===== config.mk =====
export PLATFORM = sky130hd
export DESIGN_NAME = url_authority_splitter_core
export DESIGN_NICKNAME = d
export VERILOG_FILES = /design/src/hdl/urlas_pkg.sv /design/src/hdl/urlas_track.sv /design/src/hdl/url_authority_splitter_core.sv
export SDC_FILE = /design/constraint.sdc
export NUM_CORES = 1
export LEC_CHECK = 0
export ABC_CLOCK_PERIOD_IN_PS = 3900
export BUFFER_PORTS_ARGS = -buffer_cell sky130_fd_sc_hd__buf_2
export CAP_MARGIN = 0
export CORE_MARGIN = 2
export CORE_UTILIZATION = 54
export CTS_CLUSTER_DIAMETER = 40
export DETAILED_ROUTE_END_ITERATION = 10
export PLACE_DENSITY = 0.76
export SLEW_MARGIN = 10
export SYNTH_ARGS = -nofsm -noshare
export SYNTH_HDL_FRONTEND = slang
export SYNTH_HIERARCHICAL = 1
export SYNTH_SLANG_ARGS = --single-unit
export TNS_END_PERCENT = 20

===== constraint.sdc =====
create_clock -name aclk -period 3.9 [get_ports aclk]
set_clock_uncertainty 0.1 [all_clocks]
set_input_delay 0.78 -clock aclk [delete_from_list [all_inputs] [get_ports aclk]]
set_output_delay 0.78 -clock aclk [all_outputs]
set_load 0.01 [all_outputs]

===== src/hdl/urlas_pkg.sv =====
// Package for the URL authority splitter: character codes, limits and the
// structs passed between the top level and the search lanes. No dependencies.
`timescale 1ns / 1ps
`default_nettype none

package urlas_pkg;

    localparam int MAX_URL_LENGTH = 256;
    localparam int POS_W          = 9;    // holds 0 .. MAX_URL_LENGTH
    localparam int PORT_W         = 16;
    localparam int ACC_W          = 20;   // port*10 + 9 before saturation

    localparam logic [7:0] CH_COLON = 8'h3A;
    localparam logic [7:0] CH_SLASH = 8'h2F;
    localparam logic [7:0] CH_ZERO  = 8'h30;
    localparam logic [7:0] CH_NINE  = 8'h39;

    localparam logic [PORT_W-1:0] PORT_MAX     = 16'hFFFF;
    localparam logic [PORT_W-1:0] DEFAULT_PORT = 16'd80;
    localparam logic [POS_W-1:0]  MAX_POS      = POS_W'(MAX_URL_LENGTH);

    // progress states while hunting for "://"
    typedef enum logic [2:0] {
        MARK_NONE  = 3'b001,
        MARK_COLON = 3'b010,
        MARK_SLASH = 3'b100
    } mark_state_t;

    typedef struct packed {
        logic step;    // a character is consumed by this lane
        logic clear;   // end of URL: back to reset
    } lane_ctl_t;

    typedef struct packed {
        logic              colon_seen;
        logic [POS_W-1:0]  colon_index;
        logic              slash_seen;
        logic [POS_W-1:0]  slash_index;
        logic [PORT_W-1:0] port_value;
    } lane_view_t;

endpackage

`default_nettype wire


===== src/hdl/urlas_track.sv =====
// One search lane: first colon, first slash and the port digits after the colon.
// Depends on urlas_pkg. view shows the state including the current character.
`timescale 1ns / 1ps
`default_nettype none

module urlas_track (
    input  wire logic                      aclk,
    input  wire logic                      aresetn,
    input  wire urlas_pkg::lane_ctl_t      ctl,
    input  wire logic [7:0]                char_code,
    input  wire logic [urlas_pkg::POS_W-1:0] pos,
    output urlas_pkg::lane_view_t          view
);

    logic                          colon_seen_reg, colon_seen_next;
    logic [urlas_pkg::POS_W-1:0]   colon_index_reg, colon_index_next;
    logic                          digits_active_reg, digits_active_next;
    logic [urlas_pkg::PORT_W-1:0]  port_value_reg, port_value_next;
    logic                          slash_seen_reg, slash_seen_next;
    logic [urlas_pkg::POS_W-1:0]   slash_index_reg, slash_index_next;

    logic                          is_digit;
    logic [3:0]                    digit;
    logic [urlas_pkg::ACC_W-1:0]   acc;
    logic [urlas_pkg::ACC_W-1:0]   pv_ext;

    always_comb begin
        is_digit = (char_code >= urlas_pkg::CH_ZERO) && (char_code <= urlas_pkg::CH_NINE);
        digit    = 4'(char_code - urlas_pkg::CH_ZERO);
        pv_ext   = urlas_pkg::ACC_W'(port_value_reg);
        acc      = (pv_ext << 3) + (pv_ext << 1) + urlas_pkg::ACC_W'(digit);

        colon_seen_next    = colon_seen_reg;
        colon_index_next   = colon_index_reg;
        digits_active_next = digits_active_reg;
        port_value_next    = port_value_reg;
        slash_seen_next    = slash_seen_reg;
        slash_index_next   = slash_index_reg;

        if (digits_active_reg) begin
            if (is_digit) begin
                port_value_next = (acc > urlas_pkg::ACC_W'(urlas_pkg::PORT_MAX))
                                  ? urlas_pkg::PORT_MAX : acc[urlas_pkg::PORT_W-1:0];
            end else begin
                digits_active_next = 1'b0;
            end
        end
        if (char_code == urlas_pkg::CH_COLON && !colon_seen_reg) begin
            colon_seen_next    = 1'b1;
            colon_index_next   = pos;
            digits_active_next = 1'b1;
            port_value_next    = '0;
        end
        if (char_code == urlas_pkg::CH_SLASH && !slash_seen_reg) begin
            slash_seen_next  = 1'b1;
            slash_index_next = pos;
        end
    end

    always_ff @(posedge aclk) begin
        if (!aresetn || ctl.clear) begin
            colon_seen_reg    <= 1'b0;
            colon_index_reg   <= '0;
            digits_active_reg <= 1'b0;
            port_value_reg    <= '0;
            slash_seen_reg    <= 1'b0;
            slash_index_reg   <= '0;
        end else if (ctl.step) begin
            colon_seen_reg    <= colon_seen_next;
            colon_index_reg   <= colon_index_next;
            digits_active_reg <= digits_active_next;
            port_value_reg    <= port_value_next;
            slash_seen_reg    <= slash_seen_next;
            slash_index_reg   <= slash_index_next;
        end
    end

    always_comb begin
        if (ctl.step) begin
            view.colon_seen  = colon_seen_next;
            view.colon_index = colon_index_next;
            view.slash_seen  = slash_seen_next;
            view.slash_index = slash_index_next;
            view.port_value  = port_value_next;
        end else begin
            view.colon_seen  = colon_seen_reg;
            view.colon_index = colon_index_reg;
            view.slash_seen  = slash_seen_reg;
            view.slash_index = slash_index_reg;
            view.port_value  = port_value_reg;
        end
    end

endmodule

`default_nettype wire


===== src/hdl/url_authority_splitter_core.sv =====
// URL authority splitter top level: input register, scheme-mark tracking,
// two search lanes (urlas_track) and the result register. Uses urlas_pkg.
// The result is registered on m_* once the last character leaves the input
// register, which holds it while an unaccepted result is still on m_*;
// otherwise one character is taken per cycle. Reset (aresetn, synchronous)
// clears all parse state and sets default_port to 80.
`timescale 1ns / 1ps
`default_nettype none

module url_authority_splitter_core (
    input  wire logic        aclk,
    input  wire logic        aresetn,

    input  wire logic        cfg_wr_en,
    input  wire logic [15:0] cfg_wr_data,

    input  wire logic        s_valid,
    output      logic        s_ready,
    input  wire logic [7:0]  s_char_code,
    input  wire logic        s_last_char,

    output      logic        m_valid,
    input  wire logic        m_ready,
    output      logic        m_scheme_found,
    output      logic        m_port_present,
    output      logic        m_path_present,
    output      logic [2:0]  m_found_code,
    output      logic [8:0]  m_host_start,
    output      logic [8:0]  m_host_end,
    output      logic [7:0]  m_path_start,
    output      logic [8:0]  m_url_length,
    output      logic [15:0] m_port_number,
    output      logic        m_overflow
);

    logic [15:0]   default_port_reg;

    logic          in_valid_reg;
    logic [7:0]    in_char_reg;
    logic          in_last_reg;

    logic [urlas_pkg::POS_W-1:0] pos_reg, pos_next;
    urlas_pkg::mark_state_t      mark_progress_reg, mark_progress_next;
    logic                        mark_seen_reg, mark_seen_next;
    logic [urlas_pkg::POS_W-1:0] mark_end_reg, mark_end_next;
    logic                        overflow_reg, overflow_next;

    logic          out_free, advance, in_range, finish;

    urlas_pkg::lane_ctl_t  ctl0, ctl1;
    urlas_pkg::lane_view_t view0, view1, sel;

    logic                        r_scheme, r_port, r_path;
    logic [urlas_pkg::POS_W-1:0] r_host_end;

    assign out_free = !m_valid || m_ready;
    assign advance  = in_valid_reg && (!in_last_reg || out_free);
    assign s_ready  = !in_valid_reg || advance;
    assign in_range = pos_reg < urlas_pkg::MAX_POS;
    assign finish   = advance && in_last_reg;

    always_ff @(posedge aclk) begin
        if (!aresetn) begin
            default_port_reg <= urlas_pkg::DEFAULT_PORT;
        end else if (cfg_wr_en) begin
            default_port_reg <= cfg_wr_data;
        end
    end

    always_ff @(posedge aclk) begin
        if (!aresetn) begin
            in_valid_reg <= 1'b0;
        end else if (s_valid && s_ready) begin
            in_valid_reg <= 1'b1;
        end else if (advance) begin
            in_valid_reg <= 1'b0;
        end
    end

    always_ff @(posedge aclk) begin
        if (s_valid && s_ready) begin
            in_char_reg <= s_char_code;
            in_last_reg <= s_last_char;
        end
    end

    // scheme mark "://" and position bookkeeping
    always_comb begin
        pos_next           = pos_reg;
        mark_progress_next = mark_progress_reg;
        mark_seen_next     = mark_seen_reg;
        mark_end_next      = mark_end_reg;
        overflow_next      = overflow_reg;
        if (!in_range) begin
            overflow_next = 1'b1;
        end else begin
            pos_next = pos_reg + 1'b1;
            if (!mark_seen_reg) begin
                if (mark_progress_reg == urlas_pkg::MARK_SLASH &&
                    in_char_reg == urlas_pkg::CH_SLASH) begin
                    mark_seen_next     = 1'b1;
                    mark_end_next      = pos_reg + 1'b1;
                    mark_progress_next = urlas_pkg::MARK_NONE;
                end else if (in_char_reg == urlas_pkg::CH_COLON) begin
                    mark_progress_next = urlas_pkg::MARK_COLON;
                end else if (mark_progress_reg == urlas_pkg::MARK_COLON &&
                             in_char_reg == urlas_pkg::CH_SLASH) begin
                    mark_progress_next = urlas_pkg::MARK_SLASH;
                end else begin
                    mark_progress_next = urlas_pkg::MARK_NONE;
                end
            end
        end
    end

    always_ff @(posedge aclk) begin
        if (!aresetn || finish) begin
            pos_reg           <= '0;
            mark_progress_reg <= urlas_pkg::MARK_NONE;
            mark_seen_reg     <= 1'b0;
            mark_end_reg      <= '0;
            overflow_reg      <= 1'b0;
        end else if (advance) begin
            pos_reg           <= pos_next;
            mark_progress_reg <= mark_progress_next;
            mark_seen_reg     <= mark_seen_next;
            mark_end_reg      <= mark_end_next;
            overflow_reg      <= overflow_next;
        end
    end

    // lane 0 searches the whole URL, lane 1 only past the scheme mark
    assign ctl0.step  = advance && in_range;
    assign ctl0.clear = finish;
    assign ctl1.step  = advance && in_range && mark_seen_reg;
    assign ctl1.clear = finish;

    urlas_track u_lane_whole (
        .aclk      (aclk),
        .aresetn   (aresetn),
        .ctl       (ctl0),
        .char_code (in_char_reg),
        .pos       (pos_reg),
        .view      (view0)
    );

    urlas_track u_lane_after (
        .aclk      (aclk),
        .aresetn   (aresetn),
        .ctl       (ctl1),
        .char_code (in_char_reg),
        .pos       (pos_reg),
        .view      (view1)
    );

    always_comb begin
        sel        = mark_seen_next ? view1 : view0;
        r_scheme   = mark_seen_next;
        r_port     = sel.colon_seen;
        r_path     = sel.slash_seen;
        r_host_end = r_port ? sel.colon_index : (r_path ? sel.slash_index : pos_next);
    end

    always_ff @(posedge aclk) begin
        if (!aresetn) begin
            m_valid <= 1'b0;
        end else if (finish) begin
            m_valid <= 1'b1;
        end else if (m_ready) begin
            m_valid <= 1'b0;
        end
    end

    always_ff @(posedge aclk) begin
        if (finish) begin
            m_scheme_found <= r_scheme;
            m_port_present <= r_port;
            m_path_present <= r_path;
            m_found_code   <= {r_scheme, r_port, r_path};
            m_host_start   <= r_scheme ? mark_end_next : '0;
            m_host_end     <= r_host_end;
            m_path_start   <= r_path ? sel.slash_index[7:0] : 8'd0;
            m_url_length   <= pos_next;
            m_port_number  <= r_port ? sel.port_value : default_port_reg;
            m_overflow     <= overflow_next;
        end
    end

    a_code_matches: assert property (@(posedge aclk) disable iff (!aresetn)
        m_valid |-> m_found_code == {m_scheme_found, m_port_present, m_path_present})
        else $error("found_code disagrees with the found flags");

    a_host_order: assert property (@(posedge aclk) disable iff (!aresetn)
        m_valid |-> (m_host_start <= m_host_end) && (m_host_end <= m_url_length))
        else $error("host bounds out of order");

    a_overflow_len: assert property (@(posedge aclk) disable iff (!aresetn)
        (m_valid && m_overflow) |-> m_url_length == urlas_pkg::MAX_POS)
        else $error("overflow without full length");

    a_pos_bound: assert property (@(posedge aclk) disable iff (!aresetn)
        pos_reg <= urlas_pkg::MAX_POS)
        else $error("character position past the maximum");

    a_clear_after_result: assert property (@(posedge aclk) disable iff (!aresetn)
        finish |=> (pos_reg == '0) && !mark_seen_reg && !overflow_reg)
        else $error("parse state not cleared after the last character");

endmodule

`default_nettype wire

# --- After elaboration in Yosys (flattened, before gate mapping) ---
# Index checks and enable logic that the tools add are counted.
classes:
  add_sub_neg: 6
  order_cmp: 5
  eq_ne: 4
  muxes: 42
  n_bitwise: 1
  n_reduce_logical: 27
ops:
  columns: ["op", "count"]
  rows:
  - ["two-way mux 16 bit", 9]
  - ["two-way mux 36 bit", 3]
  - ["two-way mux 9 bit", 10]
  - ["adder 19 x 17 -> 20 bit", 2]
  - ["adder 20 x 4 -> 20 bit", 2]
  - ["> comparator 20 x 16 -> 1 bit, second input constant", 2]
  - ["two-way mux 1 bit", 17]
  - ["equality test 8 x 6 -> 1 bit, second input constant", 2]
  - ["logical AND 1 bit", 12]
  - ["adder 9 x 1 -> 9 bit, second input constant", 1]
  - ["< comparator 9 bit, second input constant", 1]
  - ["two-way mux 3 bit", 3]
  - [">= comparator 8 x 6 -> 1 bit, second input constant", 1]
  - ["<= comparator 8 x 6 -> 1 bit, second input constant", 1]
  - ["zero test 1 bit", 8]
  - ["logical OR 1 bit", 4]
  - ["nonzero test 2 bit", 2]
  - ["subtractor 4 x 1 -> 4 bit, second input constant", 1]
  - ["equality test 3 x 2 -> 1 bit, second input constant", 1]
  - ["equality test 3 bit, second input constant", 1]
  - ["AND reduction 3 bit", 1]
  - ["inverter 1 bit", 1]
totals:
  reg_bits: 182
  input_bits: 30

# --- Longest topological paths before layout ---
# Gate-level depths: netlist (run 1).
depth:
  depth_word: 11
  ltp_mapped: 13

# --- By module ---
# Netlist (run 1), hierarchy kept.
modules_own_cells:
  columns: ["mod", "n_inst", "cells_each", "area_per_inst_um2", "seq_area_each_um2"]
  rows:
  - ["urlas_track", 2, 302, 2601.2, 740.7]
  - ["url_authority_splitter_core", 1, 402, 4750.8, 2742.6]

# --- Worst setup path after synthesis (run 1) ---
# Ideal clock, no wire load.
synth_timing:
  path_type: "register to register"
  start: "register in_char_reg[3]"
  end: "register m_port_number[3] (data pin)"
  arrival_time_ns: 3.263
  required_time_ns: 3.542
  setup_slack_ns: 0.279
  stages_incl_launch_ff: 13
  n_path_buf: 1
  synth_period_minus_slack_ns: 3.621
  cell_sequence: "edfxtp_1 > fa_1 > ha_1 > a211oi_2 > o21ai_1 > a21oi_2 > o32ai_1 > or4_4 > nor4_4 > buf_6 > a211oi_1 > mux2i_1 > o21ai_1"
synth_lines:
  columns: ["element", "line_no", "source"]
  rows:
  - ["from (decl)", "url_authority_splitter_core.sv:39", "logic [7:0] in_char_reg;"]
  - ["from (signal assigned)", "url_authority_splitter_core.sv:82", "in_char_reg <= s_char_code;"]
  - ["to (signal assigned)", "url_authority_splitter_core.sv:184", "m_port_number <= r_port ? sel.port_value : default_port_reg;"]
  - ["to (decl)", "url_authority_splitter_core.sv:32", "output logic [15:0] m_port_number,"]

==> results of run 1 <==
-- tightest hold or removal path, stage by stage (launching register included) --
cell	delay (ns)
dfxtp_1	0.33
mux2i_1	0.07
nand2_1	0.05
-- stage by stage --
stage	power [mW]	area, µm²	instances	hold slack [ns]
final	3.86	11300	1325	0.382
after global routing	3.98	11300	1325	0.404
after CTS	3.89	11200	1319	0.389
after detailed placement	2.20	10600	1287	0.372
after global placement	2.20	10600	1287	0.341
after floorplan	2.13	9950	1006	0.329
-- layout by cell type (no fill, tap or decap), types with 30 or more instances in the layout --
master and count:
dfxtp_1 115, nand2_1 110, buf_2 89, nor2_1 66, ha_1 64, edfxtp_1 64, nor2b_1 60, a211oi_1 55
a21oi_1 42, mux2i_1 37, o21ai_0 30
-- synthesized netlist by cell type, drive strengths merged (3+ instances only) --
cell,n
dfxtp,115
nand2,110
nor2,66
edfxtp,64
ha,64
a211oi,61
nor2b,60
a21oi,50
o21ai,48
mux2i,38
clkbuf,33
inv,28
buf,27
and2,24
xor2,24
xnor2,22
mux2,19
nand4,15
nand3,13
a21o,10
a22o,9
nand2b,9
a211o,7
o31a,7
o31ai,7
a31oi,6
nor3,5
or2,5
fa,4
o211ai,4
or4,4
and3,3
nand3b,3
nor3b,3
nor4,3
o21a,3
-- power groups by stage --
stage          logic [mW]  registers (mW)  clock network, mW
2_1_floorplan      0.0942            2.03                  0
3_3_place_gp        0.167            2.03                  0
3_5_place_dp        0.170            2.03                  0
4_1_cts             0.171            1.99               1.73
5_1_grt             0.187            1.99               1.80
6_report            0.171            1.99               1.70
-- routing by layer --
layer | global-route usage (%) | up-vias | wire [µm]
met2 | 43.2 | 247 | 12300
met4 | 8.79 | 0 | 554
met5 | 0 | - | 0
li1 | - | 3797 | -
met3 | 4.82 | 42 | 1080
met1 | 30.4 | 3777 | 10300
-- layout make-up --
class	instances	area, µm²
Fill cell	1470	6770
Tap cell	229	287
Timing Repair Buffer	118	736
Clock inverter	14	163
Clock buffer	18	429
Multi-Input combinational cell	739	5310
Sequential cell	179	4220
Inverter	28	105
-- cell families after synthesis --
| group | Yosys count | share of synthesized area [%] |
|---|---|---|
| buffers and inverters | 88 | 4.45 |
| multiplexers | 57 | 6.10 |
| AO/OA/AOI/OAI | 238 | 17.0 |
| XOR/XNOR | 46 | 4.05 |
| AND/OR/NAND/NOR | 330 | 17.2 |
| adder cells (fa/ha/maj) | 68 | 8.85 |
| flip-flops | 179 | 42.4 |
-- worst min-delay path by stage --
stage                                        to                              from
4_1_cts        default_port_reg[4]$_SDFFE_PN1P_  default_port_reg[4]$_SDFFE_PN1P_
6_report       default_port_reg[4]$_SDFFE_PN1P_  default_port_reg[4]$_SDFFE_PN1P_
3_5_place_dp   default_port_reg[4]$_SDFFE_PN1P_  default_port_reg[4]$_SDFFE_PN1P_
2_1_floorplan         overflow_reg$_SDFFE_PP0N_         overflow_reg$_SDFFE_PP0N_
5_1_grt                   in_last_reg$_DFFE_PP_                       s_last_char
3_3_place_gp          overflow_reg$_SDFFE_PP0N_         overflow_reg$_SDFFE_PP0N_
-- what timing repair did --
action / in CTS / in global routing
setup buffers: 0 / 4
hold endpoints to repair: 0 / 0
setup endpoints to repair: 0 / 16
resized for setup: 0 / 4
==> impl_results.md, run 1 <==
- ANT nets after route: 0
- Vias in the first global route: 7619
- YS warnings: 6
- GRT Overall Usage: roughly 25%
- Setup_tns: 0 ns
- Largest net degree at the start of global routing: 54
- Crit path max fanout: 16
- Worst-Margin Slew: 0.980 ns
- Worst path buffer plus inverter count: 1
- Sink Count: roughly 180
- Die X-Extent: 140 µm
- Final setup fails: 0
- Register share of total power: around 50%
- Peak supply drop: between 200 and 300 µV
- Clock network power share: about 44%
- Cts bufs inserted: 17
- GPL Wtd Cong: ~0.9
- Fin crit share: around 96%
- Final min period: 3.74 ns
- Worst reg-to-reg setup slack: roughly 0.16 ns
- Final Net Count: 1181
- Fin. max-slew vios: 0
- Clk buf depth: 2
- Placement Setup Slack: slightly above 0.09 ns
- First-pass GRT wire length: between 30 and 40 mm
- Antenna violations before repair: 0
- Synth area leader: dfxtp_1
- Die Ht: approximately 140 µm
- #FFs+latches synth: around 180
- Vias: a little under 8000
- Worst setup path endpoint: m_port_number[5]$_DFFE_PP_
- Synth area leaders: dfxtp_1 (23%), edfxtp_1 (19%), ha_1 (8.0%)
- Count of input and output buffers: 89
- Min-Delay Path Depth: 2
- Std-Cell Rows: a little under 50
- CTS tree: done
- WP data required: between 3 and 4 ns
- Status: completed
- Final hold viol count: 0
- Core Region: between 15000 and 20000 µm²
- Post-cts hold buffer count: 0
- P_sw: about 0.9 mW
- Die Area: approximately 20000 µm²
- Total Wirelength: 24.2 mm
- Hold Path Class: flip-flop to flip-flop
- Synth unique cells: 67
- Unrepaired setup endpoints after global routing: false
- Post-synth EDFFs: 64
- Avg Cell Area, Syn: around 10 µm²
- FF-to-FF End: m_port_number[5]$_DFFE_PP_
- Worst Path Arrival: roughly 3.8 ns
- Synth Instances: about 1000
- Total grt overflow: 0
- Crit path max-delay cell type: fa_1
- Synth top area share: 23.1%
- Cell area after synthesis: 9950 µm²
- # DRC: 0
- Fmax: ~270 MHz
- Final design utilization: ~62%
- Drt via density: around 5.9
- Crit start category: flip-flop
- Combinational share of power: under 10%
- Share of cells above drive strength 1: between 10% and 20%
- Setup ws final: 0.159 ns
- Area Overhead vs Synth: 13.0%
- Max stage delay on crit path: 0.57 ns
- Net Sw Frac: roughly a quarter
- H-tree depth: 4
- CP Class: flip-flop to flip-flop
- Sequential fraction of the synthesis area: 42.4%
- First-pass iteration count of the detailed router: 5
- Internal power: between 2 and 3 mW
- I/O pin total: 90
- Clk root buf: clkbuf_16
- Syn Nets: around 1100
- Cell mode on critical path: o21ai_1
- Pwr/cell area: roughly 340 nW/µm²
- Detailed Place HPWL: approximately 17 mm
- CP Depth: 12
- CP startpoint: in_char_reg[3]$_DFFE_PP_
- CP cell instances: fa_1 -> ha_1 -> a211oi_2 -> o21ai_1 -> a21oi_2 -> o32ai_1 -> or4_4 -> nor4_4 -> buf_12 -> a21oi_1 -> mux2i_1 -> o21ai_1
- CP Capture Type: flip-flop
- Critical R2R Launch: in_char_reg[3]$_DFFE_PP_
- Asr flop ratio synth: 0%
- Antenna cells: 0
- Clk_lat worst skew: 0.43 ns
- Most used DFF post-synth: dfxtp_1
- Maxcap violations: 0
- Max-slew headroom: roughly a third
- Clk pin slew, worst setup/hold paths: ~0.070 ns
- Leakage: between 4 and 5 nW
- Starting Density: a little under three fifths
- Top cell family by delay on the critical path: adder cells
- Detailed Route Iter0 Violations: between 600 and 700
- Wire length per cell: between 15 and 20 µm
- Reg2Reg Depth: 12
No activity file was read; power rests on OpenSTA's default activity.
==> inputs of run 2 (changes only) <==
--- a/config.mk
+++ b/config.mk
@@ -7,15 +7,13 @@
 export LEC_CHECK = 0
 export ABC_CLOCK_PERIOD_IN_PS = 3900
 export BUFFER_PORTS_ARGS = -buffer_cell sky130_fd_sc_hd__buf_2
-export CAP_MARGIN = 0
 export CORE_MARGIN = 2
 export CORE_UTILIZATION = 54
 export CTS_CLUSTER_DIAMETER = 40
 export DETAILED_ROUTE_END_ITERATION = 10
-export PLACE_DENSITY = 0.76
+export PLACE_DENSITY = 0.77
 export SLEW_MARGIN = 10
 export SYNTH_ARGS = -nofsm -noshare
 export SYNTH_HDL_FRONTEND = slang
-export SYNTH_HIERARCHICAL = 1
 export SYNTH_SLANG_ARGS = --single-unit
 export TNS_END_PERCENT = 20
==> run 2 against run 1 <==
Against the previous run:
- setup slack better by 0.0095 ns
- hold slack got worse by 0.022 ns
- critical path depth fell by 1
- area after synthesis fell by 5.4%
- core utilization up 0.060 points
- power fell by 0.58%
- design area fell by 4.6%
- wire length decreased by 5.2%
- clock power hardly changed
- via count decreased by 3.0%
- first-iteration DRC count up 16%
==> impl_results.md, run 2 <==
- Antenna violations before repair: 0
- Post-cts hold buffer count: 0
- H-tree depth: 4
- Asr flop ratio synth: 0%
- Most frequent cells in the layout: nor2_1 (129), dfxtp_1 (115), buf_2 (89)
- Clk root buf: clkbuf_16
- Synth area leader: dfxtp_1
- Crit start category: flip-flop
- Synth top area share: about 24%
- Vias in the first global route: 7286
- Avg Cell Area, Syn: a little under 10 µm²
- Synth area leaders: dfxtp_1 (24%), edfxtp_1 (20%), ha_1 (8.5%)
- Hold Path Class: flip-flop to flip-flop
- Final Net Count: between 1000 and 1500
- Final hold viol count: 0
- Count of input and output buffers: 89
- Total grt overflow: 0
- Maxcap violations: 0
- Post CTS Setup Buffer Count: 0
- I/O pin total: 90
- Antenna cells: 0
- First-pass iteration count of the detailed router: 5
- Min-Delay Endpoint: u_lane_after.slash_index_reg[0]$_SDFFE_PP0P_
- Top post-synthesis cells by count: nor2_1 (130), dfxtp_1 (115), nand2_1 (76)
- Vias: 7628
- Sink Count: 179
- Wire length per cell: about 18 µm
- Starting Density: a little over half
- Largest net degree at the start of global routing: 85
- Sequential fraction of the synthesis area: between 40 and 50%
- Leakage: between 4 and 5 nW
- YS warnings: 0
- Cts bufs inserted: 17
- CTS tree: done
- Post-synth EDFFs: 64
- Reg2Reg Depth: 11
- Max-slew headroom: between 40% and 50%
- Crit path max fanout: 11
- FF-to-FF End: m_port_number[2]$_DFFE_PP_
- Clk buf depth: 2
- Peak supply drop: ~340 µV
- Fmax: between 200 and 300 MHz
- Worst reg-to-reg setup slack: 0.17 ns
- First-pass GRT wire length: around 37 mm
- Cell area after synthesis: 9420 µm²
- CP startpoint: in_char_reg[3]$_DFFE_PP_
- Most common cell after layout, fill and taps aside: nor2_1
- # DRC: 0
- Total Wirelength: around 23 mm
- DP Area: 10100 µm²
- Die X-Extent: between 100 and 150 µm
- ANT nets after route: 0
- Worst Path Arrival: between 3 and 4 ns
- CP Class: flip-flop to flip-flop
- GRT Overall Usage: between 20% and 30%
- Clk pin slew, worst setup/hold paths: ~0.070 ns
- Setup_tns: 0 ns
- Final setup fails: 0
- #FFs+latches synth: roughly 180
- Area Overhead vs Synth: 14.0%
- Fin crit share: approximately 96%
- Final min period: about 3.7 ns
- Fin. max-slew vios: 0
- WP data required: just over 4 ns
- Syn Nets: 1063
- Status: completed
- Synth Instances: a little under 1000
- Worst-Margin Slew: 0.783 ns
- Drt via density: 5.96
- Critical R2R Launch: in_char_reg[3]$_DFFE_PP_
- Detailed Route Iter0 Violations: approximately 790
- Core Region: around 17000 µm²
- Cell with the most instances after synthesis: nor2_1
- Share of cells above drive strength 1: between 10% and 20%
- Pwr/cell area: between 300 and 400 nW/µm²
- Min-Delay Path Depth: 2
- Die Area: approximately 19000 µm²
- Worst Hold Launch: u_lane_after.slash_index_reg[0]$_SDFFE_PP0P_
- Fillers: roughly 1400
- Clk_lat worst skew: 0.44 ns
- Die Ht: 136 µm
- Detailed Place HPWL: roughly 17 mm
- Unrepaired setup endpoints after global routing: true
- Most used DFF post-synth: dfxtp_1
- GPL Wtd Cong: 0.864
- Std-Cell Rows: 48
- Finished Cell Area: between 10000 and 15000 µm²
- CP Capture Type: flip-flop
- Synth unique cells: 75
-- run 2: area by class of cell --
type	count	area, µm²	area share (%)
Clock buffer	17	425	3.96
Clock inverter	15	164	1.53
Inverter	20	75.1	0.699
Multi-Input combinational cell	706	4890	45.6
Sequential cell	179	4220	39.4
Tap cell	225	282	2.62
Timing Repair Buffer	117	668	6.23
-- run 2: cells by family (layout without fill, tap and decap cells) --
| kind of cell | Yosys count | in the layout | synth area share, % |
|---|---|---|---|
| multiplexers | 39 | 39 | 4.23 |
| AND/OR/NAND/NOR | 314 | 314 | 16.1 |
| adder cells (fa/ha/maj) | 68 | 68 | 9.36 |
| XOR/XNOR | 44 | 44 | 4.09 |
| AO/OA/AOI/OAI | 241 | 241 | 17.6 |
| buffers and inverters | 80 | 169 | 3.68 |
| flip-flops | 179 | 179 | 44.9 |
-- run 2: per-layer routing --
layer	up-vias	GRT usage, %	wire length, µm
li1	3658	-	-
met1	3629	37.2	10500
met2	299	38.8	10400
met3	42	4.62	1590
met4	0	8.62	449
met5	-	0	0
-- run 2: worst max-delay path: stages, from the launching register on --
cell	delay, ns
edfxtp_1	0.49
fa_1	0.56
fa_1	0.47
a21o_1	0.20
o21ai_2	0.15
a31oi_2	0.13
a221oi_2	0.30
mux2_4	0.34
a31oi_4	0.31
buf_4	0.23
a221oi_1	0.07
o211ai_1	0.22
-- run 2: report_power, final --
part	leakage [nW]	total (mW)	internal [mW]	switching [mW]
sequential	1.53	1.99	1.97	0.0241
clock	0.287	1.68	0.858	0.825
combinational	2.76	0.169	0.0654	0.103
total	4.58	3.84	2.89	0.952
-- run 2: timing repair --
item	4_1_cts	5_1_grt
setup endpoints to repair	4	16
gates resized for setup	1	6
pin swaps	0	2
hold endpoints to repair	0	0
gates cloned	0	0
-- run 2: worst max-delay path by stage --
stage	endpoint	slack (ns)	cells after the start
6_report	m_port_number[2]$_DFFE_PP_	0.17	11
5_1_grt	m_port_number[3]$_DFFE_PP_	-0.05	11
4_1_cts	m_port_number[13]$_DFFE_PP_	0.06	10
3_5_place_dp	m_port_number[13]$_DFFE_PP_	0.02	10
3_3_place_gp	m_port_number[14]$_DFFE_PP_	0.11	10
2_1_floorplan	m_port_number[14]$_DFFE_PP_	0.31	11
-- run 2: metrics by stage --
stage          hold WS (ns)  setup slack [ns]  cells  utilization, %  power, mW
4_1_cts               0.359            0.0577   1279            62.3       3.86
5_1_grt               0.380           -0.0494   1279            62.5       3.95
6_report              0.360             0.169   1279            62.5       3.84
3_5_place_dp          0.348            0.0168   1247            58.9       2.20
3_3_place_gp          0.336             0.111   1247            58.9       2.20
2_1_floorplan         0.325             0.311    965               -       2.13
==> inputs of run 3 (changes only) <==
--- a/config.mk
+++ b/config.mk
@@ -5,10 +5,11 @@
 export SDC_FILE = /design/constraint.sdc
 export NUM_CORES = 1
 export LEC_CHECK = 0
+export ABC_AREA = 1
 export ABC_CLOCK_PERIOD_IN_PS = 3900
 export BUFFER_PORTS_ARGS = -buffer_cell sky130_fd_sc_hd__buf_2
 export CORE_MARGIN = 2
-export CORE_UTILIZATION = 54
+export CORE_UTILIZATION = 55
 export CTS_CLUSTER_DIAMETER = 40
 export DETAILED_ROUTE_END_ITERATION = 10
 export PLACE_DENSITY = 0.77
==> run 3 against run 2 <==
Against the previous run:
- final cell count rose by 29%
- critical path type unchanged
- maximum frequency rose by 4.2%
- combinational power rose by 17%
- critical path depth rose by 5
- sequential share of layout area fell by 2.3 points
- count of clock-buffer cells in the layout rose by 3
- power rose by 4.8%
==> impl_results.md, run 3 <==
- Std-Cell Rows: 49
- Crit start category: flip-flop
- Cts bufs inserted: 17
- Final min period: around 3.6 ns
- Fin. max-slew vios: 0
- FF-to-FF End: m_port_number[1]$_DFFE_PP_
- Die Ht: between 100 and 150 µm
- Area Overhead vs Synth: 11.2%
- Most frequent cells in the layout: nand2_1 (335), nor2_1 (169), a21oi_1 (132)
- Largest net degree at the start of global routing: slightly above 80
- Synth area leaders: dfxtp_1 (22%), edfxtp_1 (19%), nand2_1 (12%)
- Clk pin slew, worst setup/hold paths: about 0.06 ns
- Synth Instances: around 1300
- Syn Nets: ~1400
- Cell area after synthesis: 10300 µm²
- Most common cell after layout, fill and taps aside: nand2_1
- First-pass iteration count of the detailed router: 6
- Detailed Route Iter0 Violations: roughly 820
- # DRC: 0
- Unrepaired setup endpoints after global routing: false
- Core Region: between 15000 and 20000 µm²
- Die X-Extent: 141 µm
- Sink Count: ~180
- Die Area: approximately 20000 µm²
- CP Capture Type: flip-flop
- Worst Path Arrival: around 3.7 ns
- Max-slew headroom: 41.2%
- Min-Delay Path Depth: 2
- Asr flop ratio synth: 0%
- Avg Cell Area, Syn: about 7.6 µm²
- CP Class: flip-flop to flip-flop
- Clk buf depth: 2
- Fin cells: 1652
- Synth top area share: about 22%
- Setup_tns: 0 ns
- Detailed Place HPWL: roughly 19 mm
- #FFs+latches synth: about 180
- Setup ws final: 0.320 ns
- Cell with the most instances after synthesis: nand2_1
- Total grt overflow: 0
- Placement Setup Slack: 0.383 ns
- Starting Density: 56.5%
- Status: completed
- Total Wirelength: 26.0 mm
- Vias: about 9300
- Finished Cell Area: approximately 11000 µm²
- Final Net Count: between 1500 and 2000
- CTS tree: done
- Fmax: ~280 MHz
- Fillers: 1574
- Vias in the first global route: about 8400
- H-tree depth: 4
- Final hold viol count: 0
- Drt via density: around 5.6
- Most used DFF post-synth: dfxtp_1
- Final setup fails: 0
- Clk root buf: clkbuf_16
- ANT nets after route: 0
- Synth area leader: dfxtp_1
- Post-Place Cells: 1620
- First-pass GRT wire length: around 42 mm
- Critical R2R Launch: in_char_reg[3]$_DFFE_PP_
- Sequential fraction of the synthesis area: ~41%
- Clk_lat worst skew: around 0.43 ns
- Fin crit share: 91.8%
- Maxcap violations: 0
- Count of input and output buffers: 89
- Top post-synthesis cells by count: nand2_1 (336), nor2_1 (169), a21oi_1 (132)
- Leakage: between 5 and 6 nW
- Pwr/cell area: approximately 350 nW/µm²
- GRT Overall Usage: a little over a quarter
- Reg2Reg Depth: 16
- WP data required: 3.98 ns
- Worst reg-to-reg setup slack: 0.32 ns
- Synth unique cells: 49
- Post CTS Setup Buffer Count: 0
- Crit path max fanout: 13
- I/O pin total: 90
- Hold Path Class: flip-flop to flip-flop
- Worst-Margin Slew: ~0.88 ns
- DP Area: 10800 µm²
- Worst Hold Launch: u_lane_after.slash_index_reg[8]$_SDFFE_PP0P_
- Share of cells above drive strength 1: 13.4%
- Peak supply drop: ~320 µV
- Tot Pwr: between 4 and 5 mW
- GPL Wtd Cong: 0.915
- Min-Delay Endpoint: u_lane_after.slash_index_reg[8]$_SDFFE_PP0P_
- Wire length per cell: approximately 16 µm
- YS warnings: 0
- Post-synth EDFFs: between 60 and 70
- Antenna cells: 0
- Antenna violations before repair: 0
run 3: worst max-delay path by stage:
stage | startpoint | endpoint | slack, ns | cells after the start
floorplan | in_char_reg[3]$_DFFE_PP_ | m_port_number[3]$_DFFE_PP_ | 0.90 | 17
global placement | in_char_reg[3]$_DFFE_PP_ | m_port_number[1]$_DFFE_PP_ | 0.47 | 16
detailed placement | in_char_reg[3]$_DFFE_PP_ | m_port_number[1]$_DFFE_PP_ | 0.38 | 16
CTS | in_char_reg[3]$_DFFE_PP_ | m_port_number[1]$_DFFE_PP_ | 0.29 | 16
global route | in_char_reg[3]$_DFFE_PP_ | m_port_number[1]$_DFFE_PP_ | 0.06 | 16
finish | in_char_reg[3]$_DFFE_PP_ | m_port_number[1]$_DFFE_PP_ | 0.32 | 16
run 3: cells by family after synthesis:
group	share of synthesized area, %
simple gates	28.1
compound gates	12.0
buf+inv	7.54
flops	41.2
fa+ha+maj	8.58
xor+xnor	2.05
mux	0.488
run 3: area by class of cell:
class	instances	area, µm²	share of cell area (%)
clock buffer	20	447	3.92
clock inverter	12	179	1.57
inverter	129	487	4.27
multi-input combinational	986	5270	46.2
sequential	179	4220	37.0
tap	229	287	2.51
timing repair buffer	97	518	4.54
run 3: metrics by stage:
stage	util [%]	hold WS [ns]
final	62.9	0.349
after global placement	59.4	0.335
after global routing	62.9	0.373
after detailed placement	59.4	0.339
after floorplan	-	0.325
after CTS	62.9	0.349
run 3: critical path, cell delays in order, from the launching register on:
cell and delay, ns:
edfxtp_1 0.53, fa_1 0.58, fa_1 0.48, nand2_1 0.08
nand2_1 0.09, nand3b_2 0.09, nand2_2 0.07, nand2_1 0.10
nand2_1 0.08, nand2_1 0.07, nand2_1 0.05, nor2_2 0.12
nand2_2 0.25, o21ai_1 0.30, nand3_1 0.17, nand3_1 0.11
nand2_1 0.05
run 3: timing repair:
item	4_1_cts	5_1_grt
resized for setup	0	1
endpoints found under the setup margin	0	1
hold buffers	0	0
run 3: layer usage:
metal / wire [µm] / global-route usage [%]
met1: 12100 / 38.8
met2: 11500 / 41.5
met3: 2120 / 5.23
met4: 334 / 6.42
met5: 0 / 0
run 3: where the power goes:
group          switching, mW  internal [mW]  total, mW
clock                  0.729           1.09       1.82
sequential            0.0272           1.98       2.01
combinational          0.135         0.0617      0.197
